===== config.mk =====
export PLATFORM = sky130hd
export DESIGN_NAME = positional_deque_top
export DESIGN_NICKNAME = d
export VERILOG_FILES = /design/src/hw/rtl/pd_pkg.sv /design/src/hw/rtl/pd_cell.sv /design/src/hw/rtl/pd_ctrl.sv /design/src/hw/rtl/positional_deque_top.sv
export SDC_FILE = /design/constraint.sdc
export NUM_CORES = 2
export LEC_CHECK = 0
export BUFFER_PORTS_ARGS = -buffer_cell sky130_fd_sc_hd__buf_2
export CORE_MARGIN = 4
export CORE_UTILIZATION = 46
export CTS_CLUSTER_SIZE = 16
export DETAILED_ROUTE_END_ITERATION = 10
export SLEW_MARGIN = 20
export SYNTH_ARGS = -nofsm -noshare
export SYNTH_HDL_FRONTEND = slang
export SYNTH_SLANG_ARGS = --single-unit
export TNS_END_PERCENT = 20

===== constraint.sdc =====
create_clock -name clk_i -period 17.6 [get_ports clk_i]
set_input_delay 3.52 -clock clk_i [delete_from_list [all_inputs] [get_ports clk_i]]
set_output_delay 3.52 -clock clk_i [all_outputs]
set_load 0.005 [all_outputs]

===== src/hw/rtl/pd_pkg.sv =====
// ----------------------------------------------------------------------------
// pd_pkg
// Shared types and constants for the positional deque: operation and status
// codes, the per-item control bundle and parameter defaults.
// ----------------------------------------------------------------------------
package pd_pkg;

  localparam int unsigned DEPTH_DEF      = 16;
  localparam int unsigned DATA_WIDTH_DEF = 32;

  localparam int unsigned OPCODE_W   = 3;
  localparam int unsigned POSITION_W = 5;
  localparam int unsigned DATA_IN_W  = 32;
  localparam int unsigned DATA_OUT_W = 32;
  localparam int unsigned STATUS_W   = 2;
  localparam int unsigned COUNT_W    = 5;

  typedef enum logic [OPCODE_W-1:0] {
    OP_PUSH_FRONT = 3'd0,
    OP_PUSH_BACK  = 3'd1,
    OP_INSERT_AT  = 3'd2,
    OP_POP_FRONT  = 3'd3,
    OP_POP_BACK   = 3'd4,
    OP_DELETE_AT  = 3'd5
  } op_e;

  typedef enum logic [STATUS_W-1:0] {
    ST_OK     = 2'd0,
    ST_EMPTY  = 2'd1,
    ST_FULL   = 2'd2,
    ST_BADPOS = 2'd3
  } status_e;

  // Decoded action for one item
  typedef struct packed {
    logic    ins;     // open a slot at idx and write the new word
    logic    rem;     // close the slot at idx
    status_e status;
  } ctrl_t;

endpackage


===== src/hw/rtl/pd_cell.sv =====
// ----------------------------------------------------------------------------
// pd_cell
// One storage cell of the chain. Shifts toward the back on insert, toward the
// front on remove, loads the new word when it is the insert slot.
// ----------------------------------------------------------------------------
module pd_cell #(
  parameter int unsigned CELL_IDX   = 0,
  parameter int unsigned IDX_W      = 4,
  parameter int unsigned DATA_WIDTH = pd_pkg::DATA_WIDTH_DEF
) (
  input  logic                  clk_i,
  input  pd_pkg::ctrl_t         ctrl_i,
  input  logic [IDX_W-1:0]      idx_i,
  input  logic [DATA_WIDTH-1:0] new_i,
  input  logic [DATA_WIDTH-1:0] left_i,
  input  logic [DATA_WIDTH-1:0] right_i,
  output logic [DATA_WIDTH-1:0] word_o
);

  localparam logic [IDX_W-1:0] MyIdx = IDX_W'(CELL_IDX);

  logic [DATA_WIDTH-1:0] word_q;
  logic [DATA_WIDTH-1:0] word_d;

  always_comb begin
    word_d = word_q;
    if (ctrl_i.ins) begin
      if (MyIdx > idx_i) begin
        word_d = left_i;
      end else if (MyIdx == idx_i) begin
        word_d = new_i;
      end
    end else if (ctrl_i.rem) begin
      if (MyIdx >= idx_i) begin
        word_d = right_i;
      end
    end
  end

  always_ff @(posedge clk_i) begin
    word_q <= word_d;
  end

  assign word_o = word_q;

endmodule


===== src/hw/rtl/pd_ctrl.sv =====
// ----------------------------------------------------------------------------
// pd_ctrl
// Decodes one item against the current count: chooses the slot, checks the
// full / empty / position rules and produces the next count.
// ----------------------------------------------------------------------------
module pd_ctrl #(
  parameter int unsigned DEPTH = pd_pkg::DEPTH_DEF
) (
  input  logic [pd_pkg::OPCODE_W-1:0]   opcode_i,
  input  logic [pd_pkg::POSITION_W-1:0] position_i,
  input  logic [$clog2(DEPTH+1)-1:0]    occ_i,
  output pd_pkg::ctrl_t                 ctrl_o,
  output logic [$clog2(DEPTH)-1:0]      idx_o,
  output logic [$clog2(DEPTH+1)-1:0]    occ_next_o
);

  localparam int unsigned CNT_W = $clog2(DEPTH + 1);
  localparam int unsigned IDX_W = $clog2(DEPTH);
  localparam int unsigned CMP_W =
    ((CNT_W > pd_pkg::POSITION_W) ? CNT_W : pd_pkg::POSITION_W) + 1;

  logic [CMP_W-1:0] pos_x;
  logic [CMP_W-1:0] occ_x;
  logic             full;
  logic             empty;
  logic             ins_bad;
  logic             del_bad;

  assign pos_x   = CMP_W'(position_i);
  assign occ_x   = CMP_W'(occ_i);
  assign full    = (occ_i == CNT_W'(DEPTH));
  assign empty   = (occ_i == '0);
  assign ins_bad = (pos_x == '0) || (pos_x > occ_x + CMP_W'(1));
  assign del_bad = (pos_x == '0) || (pos_x > occ_x);

  always_comb begin
    ctrl_o.ins    = 1'b0;
    ctrl_o.rem    = 1'b0;
    ctrl_o.status = pd_pkg::ST_OK;
    idx_o         = '0;
    unique case (opcode_i) inside
      pd_pkg::OP_PUSH_FRONT, pd_pkg::OP_PUSH_BACK, pd_pkg::OP_INSERT_AT: begin
        if (full) begin
          ctrl_o.status = pd_pkg::ST_FULL;
        end else if (opcode_i == pd_pkg::OP_PUSH_FRONT) begin
          ctrl_o.ins = 1'b1;
        end else if (opcode_i == pd_pkg::OP_PUSH_BACK) begin
          ctrl_o.ins = 1'b1;
          idx_o      = IDX_W'(occ_i);
        end else if (ins_bad) begin
          ctrl_o.status = pd_pkg::ST_BADPOS;
        end else begin
          ctrl_o.ins = 1'b1;
          idx_o      = IDX_W'(pos_x - CMP_W'(1));
        end
      end
      pd_pkg::OP_POP_FRONT, pd_pkg::OP_POP_BACK, pd_pkg::OP_DELETE_AT: begin
        if (empty) begin
          ctrl_o.status = pd_pkg::ST_EMPTY;
        end else if (opcode_i == pd_pkg::OP_POP_FRONT) begin
          ctrl_o.rem = 1'b1;
        end else if (opcode_i == pd_pkg::OP_POP_BACK) begin
          ctrl_o.rem = 1'b1;
          idx_o      = IDX_W'(occ_i - CNT_W'(1));
        end else if (del_bad) begin
          ctrl_o.status = pd_pkg::ST_BADPOS;
        end else begin
          ctrl_o.rem = 1'b1;
          idx_o      = IDX_W'(pos_x - CMP_W'(1));
        end
      end
      default: begin
        ctrl_o.status = pd_pkg::ST_BADPOS;
      end
    endcase
  end

  always_comb begin
    occ_next_o = occ_i;
    if (ctrl_o.ins) begin
      occ_next_o = occ_i + CNT_W'(1);
    end else if (ctrl_o.rem) begin
      occ_next_o = occ_i - CNT_W'(1);
    end
  end

endmodule


===== src/hw/rtl/positional_deque_top.sv =====
// ----------------------------------------------------------------------------
// positional_deque_top
// Ordered list of up to DEPTH words with push/pop at both ends and indexed
// insert/delete, built as a chain of shifting storage cells.
// ----------------------------------------------------------------------------
// Usage:
//   Slave stream carries one operation per item (opcode, 1-based position,
//   data word). Master stream returns exactly one result item per operation:
//   the word stored or removed (zero on any failure), a status code and the
//   element count after the operation.
//   Each accepted item is executed in the cycle it is accepted: the cell chain
//   shifts the entries from the slot onward by one place in that same edge, so
//   the result appears on the master side in the next cycle. One item per cycle
//   is sustained while the receiver takes results; the limit is the shift of the
//   cell chain plus the count update that the next item depends on.
//   A result held in the output register while the receiver stalls keeps the
//   slave side ready only if that result is taken in the same cycle, so a
//   stalled receiver blocks new items after one result is pending.
//   Reset clears the count and the output valid; cell contents are undefined
//   until written and are never read beyond the count.
// ----------------------------------------------------------------------------
module positional_deque_top #(
  parameter int unsigned DEPTH      = pd_pkg::DEPTH_DEF,
  parameter int unsigned DATA_WIDTH = pd_pkg::DATA_WIDTH_DEF
) (
  input  logic        clk_i,
  input  logic        rst_ni,
  input  logic        s_axis_tvalid,
  output logic        s_axis_tready,
  // [2:0] opcode, [7:3] position, [39:8] data_in
  input  logic [39:0] s_axis_tdata,
  output logic        m_axis_tvalid,
  input  logic        m_axis_tready,
  // [31:0] data_out, [33:32] status, [38:34] count, [39] zero
  output logic [39:0] m_axis_tdata
);

  localparam int unsigned CNT_W = $clog2(DEPTH + 1);
  localparam int unsigned IDX_W = $clog2(DEPTH);

  logic [pd_pkg::OPCODE_W-1:0]   opcode;
  logic [pd_pkg::POSITION_W-1:0] position;
  logic [pd_pkg::DATA_IN_W-1:0]  data_in;
  logic [DATA_WIDTH-1:0]         new_word;

  logic                          accept;
  pd_pkg::ctrl_t                 ctrl;
  pd_pkg::ctrl_t                 cell_ctrl;
  logic [IDX_W-1:0]              idx;
  logic [CNT_W-1:0]              occ_q;
  logic [CNT_W-1:0]              occ_next;

  logic [DATA_WIDTH-1:0]         cell_word [DEPTH];
  logic [DATA_WIDTH-1:0]         res_word;

  logic                          out_valid_q;
  logic [pd_pkg::DATA_OUT_W-1:0] data_out_q;
  logic [pd_pkg::STATUS_W-1:0]   status_q;
  logic [pd_pkg::COUNT_W-1:0]    count_q;

  assign opcode   = s_axis_tdata[2:0];
  assign position = s_axis_tdata[7:3];
  assign data_in  = s_axis_tdata[39:8];
  assign new_word = DATA_WIDTH'(data_in);

  assign s_axis_tready = !out_valid_q || m_axis_tready;
  assign accept        = s_axis_tvalid && s_axis_tready;

  pd_ctrl #(
    .DEPTH (DEPTH)
  ) u_ctrl (
    .opcode_i   (opcode),
    .position_i (position),
    .occ_i      (occ_q),
    .ctrl_o     (ctrl),
    .idx_o      (idx),
    .occ_next_o (occ_next)
  );

  always_comb begin
    cell_ctrl     = ctrl;
    cell_ctrl.ins = ctrl.ins && accept;
    cell_ctrl.rem = ctrl.rem && accept;
  end

  for (genvar k = 0; k < DEPTH; k++) begin : g_cell
    logic [DATA_WIDTH-1:0] left_w;
    logic [DATA_WIDTH-1:0] right_w;

    if (k == 0) begin : g_first
      assign left_w = new_word;
    end else begin : g_left
      assign left_w = cell_word[k-1];
    end

    if (k == DEPTH - 1) begin : g_last
      assign right_w = cell_word[k];
    end else begin : g_right
      assign right_w = cell_word[k+1];
    end

    pd_cell #(
      .CELL_IDX   (k),
      .IDX_W      (IDX_W),
      .DATA_WIDTH (DATA_WIDTH)
    ) u_cell (
      .clk_i   (clk_i),
      .ctrl_i  (cell_ctrl),
      .idx_i   (idx),
      .new_i   (new_word),
      .left_i  (left_w),
      .right_i (right_w),
      .word_o  (cell_word[k])
    );
  end

  // Removed word comes from the chain before it shifts
  always_comb begin
    res_word = '0;
    if (ctrl.ins) begin
      res_word = new_word;
    end else if (ctrl.rem) begin
      res_word = cell_word[idx];
    end
  end

  always_ff @(posedge clk_i or negedge rst_ni) begin
    if (!rst_ni) begin
      occ_q       <= '0;
      out_valid_q <= 1'b0;
    end else begin
      if (accept) begin
        occ_q       <= occ_next;
        out_valid_q <= 1'b1;
      end else if (m_axis_tready) begin
        out_valid_q <= 1'b0;
      end
    end
  end

  always_ff @(posedge clk_i) begin
    if (accept) begin
      data_out_q <= pd_pkg::DATA_OUT_W'(res_word);
      status_q   <= ctrl.status;
      count_q    <= pd_pkg::COUNT_W'(occ_next);
    end
  end

  assign m_axis_tvalid = out_valid_q;
  assign m_axis_tdata  = {1'b0, count_q, status_q, data_out_q};

endmodule


# Word level (Yosys, flattened, before mapping)
# Cells that the tools add are included.
op_classes:
  add_sub_neg: 4
  n_lt_le_gt_ge: 34
  n_eq_ne: 36
  n_mux: 114
  n_bitwise: 1
  n_reduce_logical: 47
op_table:
  columns: ["operator", "count"]
  rows:
  - ["two-way mux 32 bit", 81]
  - ["binary-select mux 32 bit (select 4 bit)", 1]
  - ["inequality test 3 x 1 -> 1 bit (second input constant)", 15]
  - ["AND reduction 3 bit", 15]
  - ["nonzero test 2 bit", 18]
  - ["== test 4 bit (first input constant)", 8]
  - ["greater-than comparator 4 bit (first input constant)", 8]
  - ["two-way mux 4 bit", 8]
  - [">= comparator 4 bit (first input constant)", 7]
  - ["== test 3 x 4 -> 1 bit (first input constant)", 4]
  - [">= comparator 3 x 4 -> 1 bit (first input constant)", 4]
  - ["greater-than comparator 3 x 4 -> 1 bit (first input constant)", 4]
  - ["two-way mux 2 bit", 8]
  - ["two-way mux 1 bit", 12]
  - ["two-way mux 5 bit", 2]
  - ["== test 2 x 4 -> 1 bit (first input constant)", 2]
  - [">= comparator 1 x 4 -> 1 bit (first input constant)", 2]
  - [">= comparator 2 x 4 -> 1 bit (first input constant)", 2]
  - ["greater-than comparator 1 x 4 -> 1 bit (first input constant)", 2]
  - ["greater-than comparator 2 x 4 -> 1 bit (first input constant)", 2]
  - ["case mux 4 bit (2 select lines)", 1]
  - ["adder 5 x 1 -> 6 bit (second input constant)", 1]
  - ["== test 3 x 2 -> 1 bit (second input constant)", 2]
  - ["== test 3 bit (second input constant)", 2]
  - ["20 further kinds", 25]
totals:
  regBits: 557
  inputBits: 44

# Depth between registers and ports, before layout
logic_depth:
  ltp_word: 14
  depth_mapped: 18

# Modules after synthesis
# From an unflattened synthesis, not the netlist that was laid out.
hier_totals:
  hier_cells: 3215
  hier_area_um2: 34610.7
by_module_without_submodules:
  columns: ["module", "n_inst", "cells_each", "area_per_inst_um2", "seq_area_each_um2"]
  rows:
  - ["positional_deque_top", 1, 642, 6133.4, 1321.3]
  - ["pd_cell (g_cell[13].u_cell ...)", 2, 141, 1664.1, 960.9]
  - ["pd_cell (g_cell[10].u_cell)", 1, 190, 2147.1, 960.9]
  - ["pd_cell (g_cell[12].u_cell)", 1, 183, 1933.1, 960.9]
  - ["pd_cell (g_cell[2].u_cell)", 1, 187, 1909.3, 960.9]
  - ["pd_cell (g_cell[4].u_cell)", 1, 184, 1864.3, 960.9]
  - ["pd_cell (g_cell[6].u_cell)", 1, 177, 1689.1, 960.9]
  - ["pd_cell (g_cell[8].u_cell)", 1, 142, 1681.6, 960.9]
  - ["pd_cell (g_cell[3].u_cell)", 1, 141, 1661.6, 960.9]
  - ["pd_cell (g_cell[7].u_cell)", 1, 177, 1654.1, 960.9]
  - ["pd_cell (g_cell[15].u_cell)", 1, 140, 1652.8, 960.9]
  - ["pd_cell (g_cell[14].u_cell)", 1, 178, 1644.1, 960.9]
  - ["pd_cell (g_cell[9].u_cell)", 1, 177, 1641.6, 960.9]
  - ["pd_cell (g_cell[11].u_cell)", 1, 112, 1625.3, 960.9]
  - ["3 more rows", null, null, null, null]

# Least setup slack after synthesis
# OpenSTA, ideal clock, no wires.
synth_timing:
  kind: "input-to-reg"
  from: "input m_axis_tready"
  to: "register g_cell[10].u_cell.word_q[0], enable pin"
  setup_time_ps: 391
  arrival_ps: 8281
  required_time_ps: 17209
  path_slack_ps: 8929
  stages: 6
  n_path_buf: 1
  cell_sequence: "nand2b_1 -> and2_1 -> clkbuf_1 -> o21ai_1 -> a21oi_1 -> o21a_1"
synth_via:
  elab_chain_len: 5
  elab_cells_between_ends: 8
  cone_classes: "eq/ne: 1; reduce/logical: 7"
synth_rtl:
  columns: ["item", "line", "source"]
  rows:
  - ["start: declaration", "positional_deque_top.sv:33", "input logic m_axis_tready,"]
  - ["logical OR 1 bit *", "positional_deque_top.sv:66", "assign s_axis_tready = !out_valid_q || m_axis_tready;"]
  - ["logical AND 1 bit *", "positional_deque_top.sv:67", "assign accept = s_axis_tvalid && s_axis_tready;"]
  - ["named net accept", "positional_deque_top.sv:46", "logic accept;"]
  - ["logical AND 1 bit, on equally long branches", "positional_deque_top.sv:82, positional_deque_top.sv:83", null]
  - ["inequality test 3 x 1 -> 1 bit (no line) or nonzero test 2 bit (tied branches)", null, null]
  - ["AND reduction 3 bit (no line) *", null, null]
  - ["end signal: assignment", "pd_cell.sv:41", "word_q <= word_d;"]
  - ["end: declaration", "pd_cell.sv:22", "logic [DATA_WIDTH-1:0] word_q;"]
# Mark *: on every way through the listed nets, which the timed path passes. The rest lies on a longest branch.
# A chain may end at the register's enable or synchronous reset.

# Worst setup path after layout
layout_timing:
  from: "input s_axis_tdata[3]"
  to: "register data_out_q[3] in the netlist's numbering (data pin)"
layout_via:
  elab_chain_len: 13
  elab_cells_between_ends: 31
  cone_classes: "add/sub: 1; order compare: 2; mux: 24; bitwise: 1; reduce/logical: 3"
layout_rtl:
  columns: ["item", "line", "source"]
  rows:
  - ["start: declaration", "positional_deque_top.sv:31", "input logic [39:0] s_axis_tdata,"]
  - ["greater-than comparator 5 x 6 -> 1 bit (tied with other cells)", "pd_ctrl.sv:33", "assign ins_bad = (pos_x == '0) || (pos_x > occ_x + CMP_W'(1));"]
  - ["logical OR 1 bit, on equally long branches", "pd_ctrl.sv:33, pd_ctrl.sv:34", null]
  - ["two-way mux 4 bit, on equally long branches", "pd_ctrl.sv:50, pd_ctrl.sv:65", null]
  - ["two-way mux 4 bit, on equally long branches", "pd_ctrl.sv:47, pd_ctrl.sv:62", null]
  - ["two-way mux 4 bit, on equally long branches", "pd_ctrl.sv:45, pd_ctrl.sv:60", null]
  - ["two-way mux 4 bit, on equally long branches", "pd_ctrl.sv:43, pd_ctrl.sv:58", null]
  - ["case mux 4 bit (2 select lines)", "pd_ctrl.sv:41", "unique case (opcode_i) inside"]
  - ["NOT 4 -> 5 bit (not written as such)", "positional_deque_top.sv:123", "res_word = cell_word[idx];"]
  - ["binary-select mux 32 bit (select 4 bit)", "positional_deque_top.sv:123", null]
  - ["two-way mux 32 bit (not written as such) (2 in series)", "positional_deque_top.sv:123", null]
  - ["two-way mux 32 bit", "positional_deque_top.sv:122", "end else if (ctrl.rem) begin"]
  - ["two-way mux 32 bit *", "positional_deque_top.sv:120", "if (ctrl.ins) begin"]
  - ["named net res_word[3]", "positional_deque_top.sv:54", "logic [DATA_WIDTH-1:0] res_word;"]
  - ["end signal: assignment", "positional_deque_top.sv:143", "data_out_q <= pd_pkg::DATA_OUT_W'(res_word);"]
  - ["end: declaration", "positional_deque_top.sv:57", "logic [pd_pkg::DATA_OUT_W-1:0] data_out_q;"]
# Mark *: on every way through the listed nets, which the timed path passes. The rest lies on a longest branch. The select of a mux whose other input is x is not followed.

==> out/metrics.cfg <==
[grt]
grt_pass1_vias=26400
antenna_found_initial=1
grt_util_all_layers=0.283
grt_max_degree=257
grt_pass1_wl_mm=164
gr-total-overflow=0

[placed_design]
pre_cts_ws_ns=8.95
port-buffer-count=84
dp_hpwl_mm=58.9
postPlaceCellArea_um2=33500
gp_congestion=0.840

[timing]
rsz0062_at_grt=no
skew_ns=0.0242
finalMaxSlewViolations=0
slew_headroom=0.167
hold_viol=0
fmax_mhz=122
period_needed_ns=8.17
max_slew.worst_pin.slew_ns=1.25
tns_ns=0
setup_viol=0
whs_ns=0.538
fin_crit_sh=0.464
worst_slack_ns=9.43

[yosys]
mappedNetlistNets=3565
synth_top_area_cell=edfxtp_1
yosys_warnings=0
synth.avg_cell_area_um2=9.35
ys_top_cells_by_count=1072 x nand2_1, 551 x edfxtp_1, 387 x mux2i_1, 331 x o21ai_0, 228 x nand3_1
synth-main-ff-cell=edfxtp_1
synth-edff-count=551
syn_area_um2=32800
ys_types=65
yosysMostFrequentCell=nand2_1
syn_inst=3508
ys_seq_elements=557
synth_top_area_frac=0.505
synth-async-reset-ratio=0.0108
synthTopCellsByArea=edfxtp_1 50%, nand2_1 12%, mux2i_1 12%
seq_area_frac_synth=0.509

[die]
die_area_um2=75600
ios=86
core_um2=70400
die_w_um=275
fp-row-count=97
start_util=0.466
die_h_um=275

[cts]
clk_path_buf_depth=3
cts-root-buf=clkbuf_16
clk_latency_ns=0.60
cts_resized=0
post_cts_buffers=0
cts.sinks=557
htreeDepth=3
cts_tree=done
postCtsHoldBufs=0
numCtsBuffers=67
cts.clk_slew.worst_paths_ns=0.06

[pwr]
clkPwrFrac=0.257
total_power_mw=5.19
power-per-cell-area_nw_per_um2=146
power_leakage_nw=14.4
p_int_mw=3.12
p_sw_mw=2.07
combPwrFrac=0.383
irDropWorstVdd_uv=150
switching_share=0.399
p_seq_frac=0.360

[final_layout]
num-fill-cells=6484
fin_nets=3425
antenna_cells=0
area_growth_syn_to_layout_pct=8.41
drive_gt1_frac=0.0897
fin_area_um2=35500

[status]
status=finished, final reports clean

[worst_setup_path]
arrival_ns=8.59
start_kind=input port
worstPathMaxFanout=84
end_kind=flip-flop
cp.required_ns=18.01
worstSetupPathType=input port to flip-flop

[detailed_routing]
wl_per_cell_um=25.2
drt-vias-per-instance=6.24
wl_mm=110
vias=27200
drt_pre_antenna_iters=6
drt_iter0_drc=3399
drc=0
drt.antenna.violating_nets=0

[worst_hold_path]
hp-class=flip-flop to flip-flop

[job]
max_cap_violations=0

-- sequential cells by signal, indices dropped and copies added, names as in the netlist --
name,flops
g_cell.u_cell.word_o,512
status_q,2
occ_q,5
data_out_q,32
m_axis_tvalid,1
count_q,5
-- cell usage in the layout, fill, tap and decap left out, types with 3 or more instances in the layout --
cell type  synthesis  final
nand2_1         1072   1068
edfxtp_1         551    551
mux2i_1          387    387
o21ai_0          331    331
nand3_1          228    227
a21oi_1          107    105
o21ai_1           90     88
buf_2             80     84
nor2_1            85     76
clkbuf_16          0     71
a31oi_1           71     70
buf_4             26     48
mux2_2            34     34
o31ai_1           32     32
a311oi_1          32     32
a221oi_1          32     31
clkbuf_1         220     15
clkinv_1           0     15
xnor2_1           13     13
ha_1              13     13
inv_1             12     11
nor2_4             1     11
clkinv_2           0      7
dfrtp_1            6      6
a21oi_4            1      5
nand2_2            1      4
and2_2             0      4
nand2b_1           4      3
bufinv_16          0      3
buf_12             0      3
-- final timing paths --
check	start	end	slack, ns	cells past startpoint
worst max-delay path	s_axis_tdata[3]	data_out_q[3]	9.43	14
worst min-delay path	m_axis_tvalid	m_axis_tvalid	0.54	2
worst max register to register	occ_q[0]	g_cell[12].u_cell.word_o[13]	11.47	14
worst min register to register	m_axis_tvalid	m_axis_tvalid	0.54	2
max in group asynchronous	rst_ni	occ_q[2]	14.70	1
min in group asynchronous	rst_ni	m_axis_tvalid	2.75	1
-- per-layer routing --
| metal | global-route usage | vias to the layer above | part of all wire |
|---|---|---|---|
| met1 | 0.376 | 13400 | 0.41 |
| li1 | - | 12200 | - |
| met5 | 0 | - | 0 |
| met3 | 0.0430 | 279 | 0.083 |
| met4 | 0.120 | 0 | 0.043 |
| met2 | 0.465 | 1309 | 0.47 |
-- power by group through the flow --
| stage | clock [mW] | sequential (mW) | combinational, mW |
|---|---|---|---|
| finish | 1.33 | 1.87 | 1.99 |
| global route | 1.41 | 1.89 | 2.12 |
| CTS | 1.35 | 1.87 | 1.96 |
| detailed placement | 0 | 1.89 | 1.96 |
| global placement | 0 | 1.89 | 1.92 |
| floorplan | 0 | 1.84 | 1.34 |
-- worst max-delay path, stage by stage --
cell	delay, ns
buf_2	0.18
inv_1	0.11
ha_1	0.26
nor4b_2	0.21
or4b_1	0.49
or2_1	0.34
o211ai_4	0.19
buf_4	0.64
buf_4	0.77
buf_4	0.92
nand2_1	0.14
a221oi_1	0.34
a311oi_1	0.10
o31ai_1	0.30
-- cell families after synthesis --
family | synth area share
AOI/OAI and AO/OA | 0.127
xor gates and xnor gates | 0.00401
adders and majority gates | 0.00496
buffers and inverters | 0.0497
DFF | 0.509
muxes | 0.130
other | 0.000114
and+or+nand+nor | 0.175
-- stage by stage --
step                      utilization  cells
after floorplan                     -   3508
after global placement          0.476   4239
after detailed placement        0.476   4239
after CTS                       0.505   4353
after global routing            0.505   4353
final                           0.505   4353
-- layout make-up --
type	count	area [um2]	share of cell area
tap	940	1180	0.0331
clock buffer	86	1830	0.0516
timing repair buffer	137	863	0.0243
sequential	557	16700	0.470
inverter	13	53.8	0.00151
multi-input combinational	2592	14700	0.414
clock inverter	28	206	0.00581
No activity file was read; power rests on OpenSTA's default activity.
